==> config.mk <==
export PLATFORM = sky130hd
export DESIGN_NAME = fermat_modular_inverse
export DESIGN_NICKNAME = d
export VERILOG_FILES = /design/src/rtl/fmi_pkg.sv /design/src/rtl/fermat_modular_inverse.sv
export SDC_FILE = /design/constraint.sdc
export NUM_CORES = 1
export LEC_CHECK = 0
export ABC_AREA = 1
export BUFFER_PORTS_ARGS = -buffer_cell sky130_fd_sc_hd__buf_2
export CAP_MARGIN = 20
export CORE_MARGIN = 8
export CORE_UTILIZATION = 62
export DETAILED_ROUTE_END_ITERATION = 7
export PLACE_DENSITY = 0.81
export RECOVER_POWER = 25
export SYNTH_ARGS = -nofsm -noshare
export SYNTH_HDL_FRONTEND = slang
export SYNTH_SLANG_ARGS = --single-unit
==> constraint.sdc <==
create_clock -name clk -period 8.8 [get_ports clk]
set_clock_uncertainty 0.05 [all_clocks]
set_input_delay 1.76 -clock clk [delete_from_list [all_inputs] [get_ports clk]]
set_output_delay 1.76 -clock clk [all_outputs]
set_load 0.01 [all_outputs]
==> src/rtl/fmi_pkg.sv <==
// ----------------------------------------------------------------------------
// fmi_pkg: shared constants for the Fermat modular inverse block
// Field widths, stream bus widths and the small modulus limit.
// ----------------------------------------------------------------------------
package fmi_pkg;

    // Bits of the modulus kept from a configuration write (8..31)
    localparam int MODULUS_BITS = 31;

    // Field widths
    localparam int OPERAND_W = 31;
    localparam int INVERSE_W = 31;
    localparam int MODCFG_W  = 31;

    // Stream bus data widths, fields padded to whole bytes
    localparam int S_TDATA_W = ((OPERAND_W + 7) / 8) * 8;
    localparam int M_TDATA_W = ((INVERSE_W + 7) / 8) * 8;

    // Reset value of the modulus register
    localparam logic [MODULUS_BITS-1:0] MODULUS_RESET = MODULUS_BITS'(3);

    // Moduli below this value give a zero result
    localparam logic [MODULUS_BITS-1:0] MODULUS_MIN = MODULUS_BITS'(3);

    // Fermat exponent offset: exponent is modulus minus this
    localparam logic [MODULUS_BITS-1:0] EXP_OFFSET = MODULUS_BITS'(2);

endpackage

==> src/rtl/fermat_modular_inverse.sv <==
// ----------------------------------------------------------------------------
// fermat_modular_inverse: modular inverse by Fermat's little theorem
// Returns operand^(modulus-2) mod modulus using right-to-left square and
// multiply over one shared bit-serial interleaved multiply-reduce unit.
// ----------------------------------------------------------------------------
// Sequence: the operand is first reduced; then each exponent bit takes a
// check, a multiply into the accumulator when the bit is set, and a square;
// a last check and the output load follow.
// Throughput: one transaction at a time; the next input is taken in the cycle
// after the result is loaded. A modulus below 3 gives zero from the finishing
// state. Reset: asynchronous, active low; modulus returns to 3.
module fermat_modular_inverse
(
    input  logic                          clk,
    input  logic                          rst_n,
    // Input stream: [30:0] operand
    input  logic                          s_tvalid,
    output logic                          s_tready,
    input  logic [fmi_pkg::S_TDATA_W-1:0] s_tdata,
    // Output stream: [30:0] inverse
    output logic                          m_tvalid,
    input  logic                          m_tready,
    output logic [fmi_pkg::M_TDATA_W-1:0] m_tdata,
    // Modulus register write
    input  logic                          cfg_we,
    input  logic [fmi_pkg::MODCFG_W-1:0]  cfg_wdata
);

    import fmi_pkg::*;

    localparam int MW    = MODULUS_BITS;
    localparam int BW    = (OPERAND_W > MW) ? OPERAND_W : MW;
    localparam int CNT_W = $clog2(BW);
    localparam int TW    = MW + 2;
    localparam int DW    = MW + 3;

    typedef enum logic [2:0]
    {
        S_IDLE,
        S_REDUCE,
        S_CHECK,
        S_MUL_ACC,
        S_MUL_SQR,
        S_FINISH
    } state_t;

    state_t             state_reg,   state_next;
    logic [MW-1:0]      modulus_reg;
    logic [MW-1:0]      acc_reg,     acc_next;
    logic [MW-1:0]      base_reg,    base_next;
    logic [MW-1:0]      exp_reg,     exp_next;
    logic [MW-1:0]      mul_a_reg,   mul_a_next;
    logic [BW-1:0]      mul_b_reg,   mul_b_next;
    logic [MW-1:0]      mul_r_reg,   mul_r_next;
    logic [CNT_W-1:0]   mul_cnt_reg, mul_cnt_next;
    logic               m_tvalid_reg, m_tvalid_next;
    logic [INVERSE_W-1:0] out_reg,   out_next;

    logic [TW-1:0]      step_sum;
    logic [DW-1:0]      step_d1;
    logic [DW-1:0]      step_d2;
    logic [MW-1:0]      step_r;
    logic               mul_last;
    logic               in_xfer;

    assign s_tready = (state_reg == S_IDLE);
    assign in_xfer  = s_tvalid && s_tready;
    assign m_tvalid = m_tvalid_reg;
    assign m_tdata  = M_TDATA_W'(out_reg);

    // Hold the modulus register
    always_ff @(posedge clk or negedge rst_n)
    begin
        if (!rst_n)
        begin
            modulus_reg <= MODULUS_RESET;
        end
        else if (cfg_we)
        begin
            modulus_reg <= MW'(cfg_wdata);
        end
    end

    // Shared multiply-reduce step: r = (2r + bit*a) mod m, with r, a < m
    always_comb
    begin
        step_sum = {1'b0, mul_r_reg, 1'b0}
                 + (mul_b_reg[BW-1] ? TW'(mul_a_reg) : TW'(0));
        step_d1  = DW'(step_sum) - DW'(modulus_reg);
        step_d2  = DW'(step_sum) - DW'({modulus_reg, 1'b0});
        if (!step_d2[DW-1])
        begin
            step_r = step_d2[MW-1:0];
        end
        else if (!step_d1[DW-1])
        begin
            step_r = step_d1[MW-1:0];
        end
        else
        begin
            step_r = step_sum[MW-1:0];
        end
    end

    assign mul_last = (mul_cnt_reg == CNT_W'(BW - 1));

    // Sequencer: next state and datapath values
    always_comb
    begin
        state_next    = state_reg;
        acc_next      = acc_reg;
        base_next     = base_reg;
        exp_next      = exp_reg;
        mul_a_next    = mul_a_reg;
        mul_b_next    = mul_b_reg;
        mul_r_next    = mul_r_reg;
        mul_cnt_next  = mul_cnt_reg;
        out_next      = out_reg;
        m_tvalid_next = m_tvalid_reg;

        // Drop the result once the output transaction completes
        if (m_tvalid_reg && m_tready)
        begin
            m_tvalid_next = 1'b0;
        end

        // Advance the multiply-reduce unit in the multiply states
        if (state_reg == S_REDUCE || state_reg == S_MUL_ACC || state_reg == S_MUL_SQR)
        begin
            mul_r_next   = step_r;
            mul_b_next   = mul_b_reg << 1;
            mul_cnt_next = mul_last ? CNT_W'(0) : mul_cnt_reg + CNT_W'(1);
        end

        unique case (state_reg)
            S_IDLE:
            begin
                if (in_xfer)
                begin
                    if (modulus_reg < MODULUS_MIN)
                    begin
                        acc_next   = '0;
                        base_next  = '0;
                        exp_next   = '0;
                        state_next = S_FINISH;
                    end
                    else
                    begin
                        // Reduce the operand as 1 * operand mod m
                        mul_a_next   = MW'(1);
                        mul_b_next   = BW'(s_tdata[OPERAND_W-1:0]);
                        mul_r_next   = '0;
                        mul_cnt_next = '0;
                        state_next   = S_REDUCE;
                    end
                end
            end
            S_REDUCE:
            begin
                if (mul_last)
                begin
                    base_next  = step_r;
                    acc_next   = MW'(1);
                    exp_next   = modulus_reg - EXP_OFFSET;
                    state_next = S_CHECK;
                end
            end
            S_CHECK:
            begin
                mul_r_next   = '0;
                mul_cnt_next = '0;
                if (exp_reg == '0)
                begin
                    state_next = S_FINISH;
                end
                else if (exp_reg[0])
                begin
                    mul_a_next = acc_reg;
                    mul_b_next = BW'(base_reg);
                    state_next = S_MUL_ACC;
                end
                else
                begin
                    mul_a_next = base_reg;
                    mul_b_next = BW'(base_reg);
                    state_next = S_MUL_SQR;
                end
            end
            S_MUL_ACC:
            begin
                if (mul_last)
                begin
                    acc_next     = step_r;
                    mul_a_next   = base_reg;
                    mul_b_next   = BW'(base_reg);
                    mul_r_next   = '0;
                    mul_cnt_next = '0;
                    state_next   = S_MUL_SQR;
                end
            end
            S_MUL_SQR:
            begin
                if (mul_last)
                begin
                    base_next  = step_r;
                    exp_next   = exp_reg >> 1;
                    state_next = S_CHECK;
                end
            end
            S_FINISH:
            begin
                // Load the output register once it is free
                if (!m_tvalid_reg || m_tready)
                begin
                    out_next      = INVERSE_W'(acc_reg);
                    m_tvalid_next = 1'b1;
                    state_next    = S_IDLE;
                end
            end
            default:
            begin
                state_next = S_IDLE;
            end
        endcase
    end

    // Hold state, datapath and the output register
    always_ff @(posedge clk or negedge rst_n)
    begin
        if (!rst_n)
        begin
            state_reg    <= S_IDLE;
            m_tvalid_reg <= 1'b0;
            out_reg      <= '0;
            mul_cnt_reg  <= '0;
            acc_reg      <= MW'(1);
            base_reg     <= '0;
            exp_reg      <= '0;
        end
        else
        begin
            state_reg    <= state_next;
            m_tvalid_reg <= m_tvalid_next;
            out_reg      <= out_next;
            mul_cnt_reg  <= mul_cnt_next;
            acc_reg      <= acc_next;
            base_reg     <= base_next;
            exp_reg      <= exp_next;
        end
    end

    always_ff @(posedge clk)
    begin
        mul_a_reg <= mul_a_next;
        mul_b_reg <= mul_b_next;
        mul_r_reg <= mul_r_next;
    end

    // A new input transaction closes the input side on the next cycle
    a_busy_after_accept: assert property (@(posedge clk) disable iff (!rst_n)
        (s_tvalid && s_tready) |=> !s_tready)
        else $error("input accepted while a transaction is in progress");

    // The running remainder stays below the modulus
    a_rem_in_range: assert property (@(posedge clk) disable iff (!rst_n)
        (state_reg == S_MUL_ACC || state_reg == S_MUL_SQR) |-> (mul_r_reg < modulus_reg))
        else $error("multiply-reduce remainder not below modulus");

    // A result appears only out of the finishing state
    a_result_source: assert property (@(posedge clk) disable iff (!rst_n)
        $rose(m_tvalid) |-> $past(state_reg == S_FINISH))
        else $error("result raised outside the finishing state");

    // Each completed square consumes exactly one exponent bit
    a_exp_shift: assert property (@(posedge clk) disable iff (!rst_n)
        (state_reg == S_MUL_SQR && mul_last) |=> (exp_reg == ($past(exp_reg) >> 1)))
        else $error("exponent not shifted after squaring");

endmodule

[After elaboration in Yosys (flattened, before gate mapping)]
Cells that the tools add are included.
Operators by class
  equal/unequal tests: 15
  order comparisons: 1
  $add $sub $neg: 5
  reduce and logical (&&, ||, !) cells: 19
  mux-type cells: 46
Operators by type and width (count)
  $mux 31: 23
  $pmux 31 s3: 5
  $pmux 31 s2: 1
  $sub 33x31->34: 1
  $sub 33x32->34: 1
  $add 32x31->33: 1
  $logic_not 31->1: 1
  $lt 31x2->1 const B: 1
  $sub 31x2->31 const B: 1
  $mux 5: 5
  $mux 3: 7
  $pmux 3 s5: 1
  $pmux 5 s3: 1
  $reduce_and 5->1: 3
  $ne 2x2->1 const B: 6
  $reduce_bool 3->1: 3
  $reduce_and 4->1: 2
  $eq 3x2->1 const B: 2
  $eq 3x3->1 const B: 2
  $ne 2x1->1 const B: 3
  $add 5x1->5 const B: 1
  $eq 5x5->1 const B: 1
  $eq 3x1->1 const B: 1
  $logic_not 3->1: 1
  other kinds (7): 12
Word-level totals
  input bits: 68
  output and inout bits: 34
  word-level logic and storage cells: 97
  bits in registers: 257

[Longest topological paths before layout]
  word-level depth: 9
  depth in mapped cells: 34

[Worst setup path before layout]
Ideal clock, no wire load.
  path type: register -> register
  from: register mul_b_reg[30]
  to: register base_reg[14]
  path slack: 4913 ps
  arrival: 3720 ps
  clock period less this slack: 3887 ps
  stages on the path, launching flop included: 33
  required time: 8633 ps
  setup time: 117 ps
  buffers on the path: 4
  cell sequence: dfxtp_1 > clkbuf_1 > nand2_1 > inv_1 > ha_1 > fa_1 > nand2_1 > nand2_1 > and2_1 > nand2_1 > nand2_1 > nand2_1 > nand2_1 > nand2_1 > nand2_1 > nand2_1 > nand2_1 > ha_1 > buf_2 > nand2_1 > nor2_1 > nand2_1 > nor4_2 > nand2_1 > inv_1 > nor2_1 > nor2_1 > nor2_2 > buf_6 > buf_6 > or2_1 > nand3_1 > nand2_1
Between the ends
  word-level cells in the longest chain between the ends: 7
Ends and longest elaborated chain
  start: declaration: RTL line fermat_modular_inverse.sv:53  | logic [BW-1:0] mul_b_reg, mul_b_next;
  start signal: assignment: RTL line fermat_modular_inverse.sv:255  | mul_b_reg <= mul_b_next;
  $mux 31 *: RTL line fermat_modular_inverse.sv:88  | + (mul_b_reg[BW-1] ? TW'(mul_a_reg) : TW'(0));
  $add 32x31->33 *: RTL line fermat_modular_inverse.sv:88
  $sub 33x31->34: RTL line fermat_modular_inverse.sv:89  | step_d1 = DW'(step_sum) - DW'(modulus_reg);
  $mux 31: RTL line fermat_modular_inverse.sv:95  | else if (!step_d1[DW-1])
  $mux 31 *: RTL line fermat_modular_inverse.sv:91  | if (!step_d2[DW-1])
  $mux 31 *: RTL line fermat_modular_inverse.sv:160, fermat_modular_inverse.sv:203
  $pmux 31 s2 *: RTL line fermat_modular_inverse.sv:135  | unique case (state_reg)
  end signal: assignment: RTL line fermat_modular_inverse.sv:247  | base_reg <= base_next;
  end: declaration: RTL line fermat_modular_inverse.sv:50  | logic [MW-1:0] base_reg, base_next;
Every way passes the cells marked *; elsewhere a longest branch is shown, timed or not. The select of a mux whose other input is x is not followed.
A chain may end at the register's enable or synchronous reset.

[Worst setup path after layout]
  from: register mul_b_reg[30]
  to: register mul_r_reg[0]
Between the ends
  word-level cells in the longest chain between the ends: 9
Ends and longest elaborated chain
  $mux 31 *: RTL line fermat_modular_inverse.sv:88
  $add 32x31->33 *: RTL line fermat_modular_inverse.sv:88
  $sub 33x31->34: RTL line fermat_modular_inverse.sv:89
  $mux 31: RTL line fermat_modular_inverse.sv:95
  $mux 31 *: RTL line fermat_modular_inverse.sv:91
  $mux 31 *: RTL line fermat_modular_inverse.sv:128  | if (state_reg == S_REDUCE || state_reg == S_MUL_ACC || state_reg == S_MUL_SQR)
  $mux 31: RTL line fermat_modular_inverse.sv:140  | if (modulus_reg < MODULUS_MIN)
  $mux 31: RTL line fermat_modular_inverse.sv:138  | if (in_xfer)
  $pmux 31 s3 *: RTL line fermat_modular_inverse.sv:135
  net mul_r_next[0]: RTL line fermat_modular_inverse.sv:54  | logic [MW-1:0] mul_r_reg, mul_r_next;
  end signal: assignment: RTL line fermat_modular_inverse.sv:256  | mul_r_reg <= mul_r_next;
  end: declaration: RTL line fermat_modular_inverse.sv:54
The timed path passes the listed nets; every way through them passes the cells marked *.

==> results.md <==
- Initial antenna violation count: 0
- Post-route antenna net violation count: 0
- Hold buffer count at cts: 0
- Hold crit path type: reg -> reg
- CP Max Fanout: 47
- WL per Instance: 18.65 um
- Crit path top cell by count: nand2_1
- Number of global-route vias before repair: between 15000 and 20000
- Die Area: around 37000 sq um
- Die Width: between 150 and 200 um
- Placer Congestion: ~1.0
- Final Cycle Share: 0.7051
- Top Ports: 102
- I/O Buffers: 99
- Syn-to-layout area delta: 8.718%
- Setup TNS: 0 ps
- TritonCTS clock tree: done
- Placeable Area: 30510 sq um
- Layout cells sized above 1: 0.09319
- Clock Path Buffers: 3
- Yosys cell types: slightly above 60
- Final Setup Violations: 0
- DP HPWL: 46770 um
- All-Layer GR Usage: 0.3316
- Register bit total from synthesis: between 200 and 300
- Total of max-cap violations: 3
- Failing checks: max-capacitance violations, max-slew violations
- Total Wirelength: roughly 60000 um
- DRC: 0
- RSZ-0062 raised after global routing: false
- Yosys warnings: 0
- First-pass GRT wire length: roughly 97000 um
- Largest net degree at the start of global routing: approximately 90
- Worst Setup Path Type: reg -> reg
- Critical-path top delay cell: dfxtp_1
- Register area share after synthesis: 0.3285
- CTS clk-pin slew, worst paths: approximately 60 ps
- Vias: approximately 20000
- Detailed Routing Iterations Pass 1: 6
- Worst slew margin: -1.651
- CP max stage delay: 800 ps
- Crit. End Element: flop
- Worst Tran Pin Value: just under 4000 ps
- Startpoint Class: flop
- Worst-skew pair later-pin latency: 570 ps
- Yosys top cell area share: 0.2108
- CTS Buf Count: 29
- Pins over their slew limit: roughly 170
- Worst Path Arrival: between 6000 and 7000 ps
- Fin crit period: 6205 ps
- Yosys top cell by area: dfrtp_1
- Die Ht: 191.6 um
- WHS Endpoint: out_reg[21]
- Avg Vias per Cell: 5.929
- Ranking of synthesized cells by area: dfrtp_1 (21%), nand2_1 (15%), inv_1 (8.1%)
- Clock Sinks: ~260
- Final nets: around 3000
- Final hold slack: 429.4 ps
- RR Endpoint: mul_r_reg[0]
- Worst EP required: 9200 ps
- GR Overflow Total: 0
- Final hold vios: 0
- Syn avg cell area: slightly below 7 sq um
- Post-CTS sizing: 0
- Starting Density: 0.6266
- Hold path depth: 2
- R2R depth: 29
- Cells after Synth: ~2800
- Worst R2R Setup Slack: 2590 ps
- Syn Nets: about 3000
- Site row count: 64
- Hold wc startpoint: out_reg[21]
- Root Driver: clkbuf_16
- Setup Fix Bufs, Post-CTS: 0
- H-tree levels: 1
- DR iter-0 viols: about 2000
- Status: finished, violations left
- Worst r2r src: mul_b_reg[30]
- Highest clock rate: roughly 160 MHz
- Dpl cell area: about 20000 sq um
- Post-Layout Inst Area: 20780 sq um
- Synth Cell Area: 19120 sq um
## kinds of logic after synthesis
kind of cell             after synthesis  share of synthesized area
XOR/XNOR                              69                    0.03161
flip-flops                           257                     0.3285
adder cells (fa/ha/maj)               99                    0.06598
AO/OA/AOI/OAI                        459                     0.1405
AND/OR/NAND/NOR                     1424                     0.3213
multiplexers                           1                  0.0005890
buffers and inverters                527                     0.1113
other                                  1                  0.0001962
## worst max-delay path: cells and delay by family (launching register included)
family	cells	cell delay (ps)
adders and majority gates	3	770
buffers and inverters	6	1370
and+or+nand+nor	18	2460
DFF	1	800
xor gates and xnor gates	1	470
AOI/OAI and AO/OA	1	130
## routing by layer
layer | global-route usage | part of all wire | up-vias
met5 | 0 | 0 | -
met3 | 0.05610 | 0.080 | 207
li1 | - | - | 9323
met2 | 0.5510 | 0.47 | 923
met1 | 0.4099 | 0.40 | 9143
met4 | 0.1726 | 0.055 | 0
## placed cells by master (no fill, tap or decap), types with 48 or more instances in the layout
cell type	instances
nand2_1	751
inv_1	411
nand3_1	268
nor2_1	245
o21ai_0	196
dfrtp_1	161
a21oi_1	98
buf_2	98
ha_1	96
dfxtp_1	62
xor2_1	48
## stage by stage
step	utilization	cells	setup slack, ps
after global routing	0.6811	3304	2251
after CTS	0.6818	3303	2831
after floorplan	-	2837	4913
after global placement	0.6474	3248	2945
after detailed placement	0.6483	3249	2887
final	0.6812	3305	2595
## how the worst max path moves through the flow
stage	slack, ps	startpoint	endpoint
global placement	2950	mul_b_reg[30]	mul_r_reg[0]
CTS	2830	mul_b_reg[30]	mul_r_reg[0]
finish	2590	mul_b_reg[30]	mul_r_reg[0]
global route	2250	mul_b_reg[30]	mul_r_reg[0]
floorplan	4910	mul_b_reg[30]	base_reg[14]
detailed placement	2890	mul_b_reg[30]	mul_r_reg[0]
## cell type report
cell class	instances	area (sq um)
Multi-Input combinational cell	2053	10720
Fill cell	2697	9727
Sequential cell	257	6280
Inverter	425	1603
Clock buffer	41	830.8
Timing Repair Buffer	119	656.9
Tap cell	396	495.5
Clock inverter	13	190.2
Antenna cell	1	2.502
## Yosys cell counts, drive strengths merged
cell	n
a221oi	30
a211oi	1
o21a	6
a21oi	104
edfxtp	31
nor2	264
ha	96
clkinv	3
o211ai	1
and3	2
mux2	1
or2	49
dfxtp	62
nor3	29
inv	422
o21ai	230
buf	46
dfstp	3
o221ai	30
a22oi	2
a31oi	4
o32ai	2
xor2	48
nand2	763
nand3b	11
a21boi	1
a31o	1
nand3	271
o31ai	1
clkbuf	56
and2	2
nor3b	1
dfrtp	161
xnor2	21
nor4	11
o22ai	21
o21bai	13
fa	3
a21o	10
conb	1
o2111ai	2
nand4	21
Power is not shown: default switching activity piles up to over one toggle a cycle in this logic, so the estimate is an artifact.
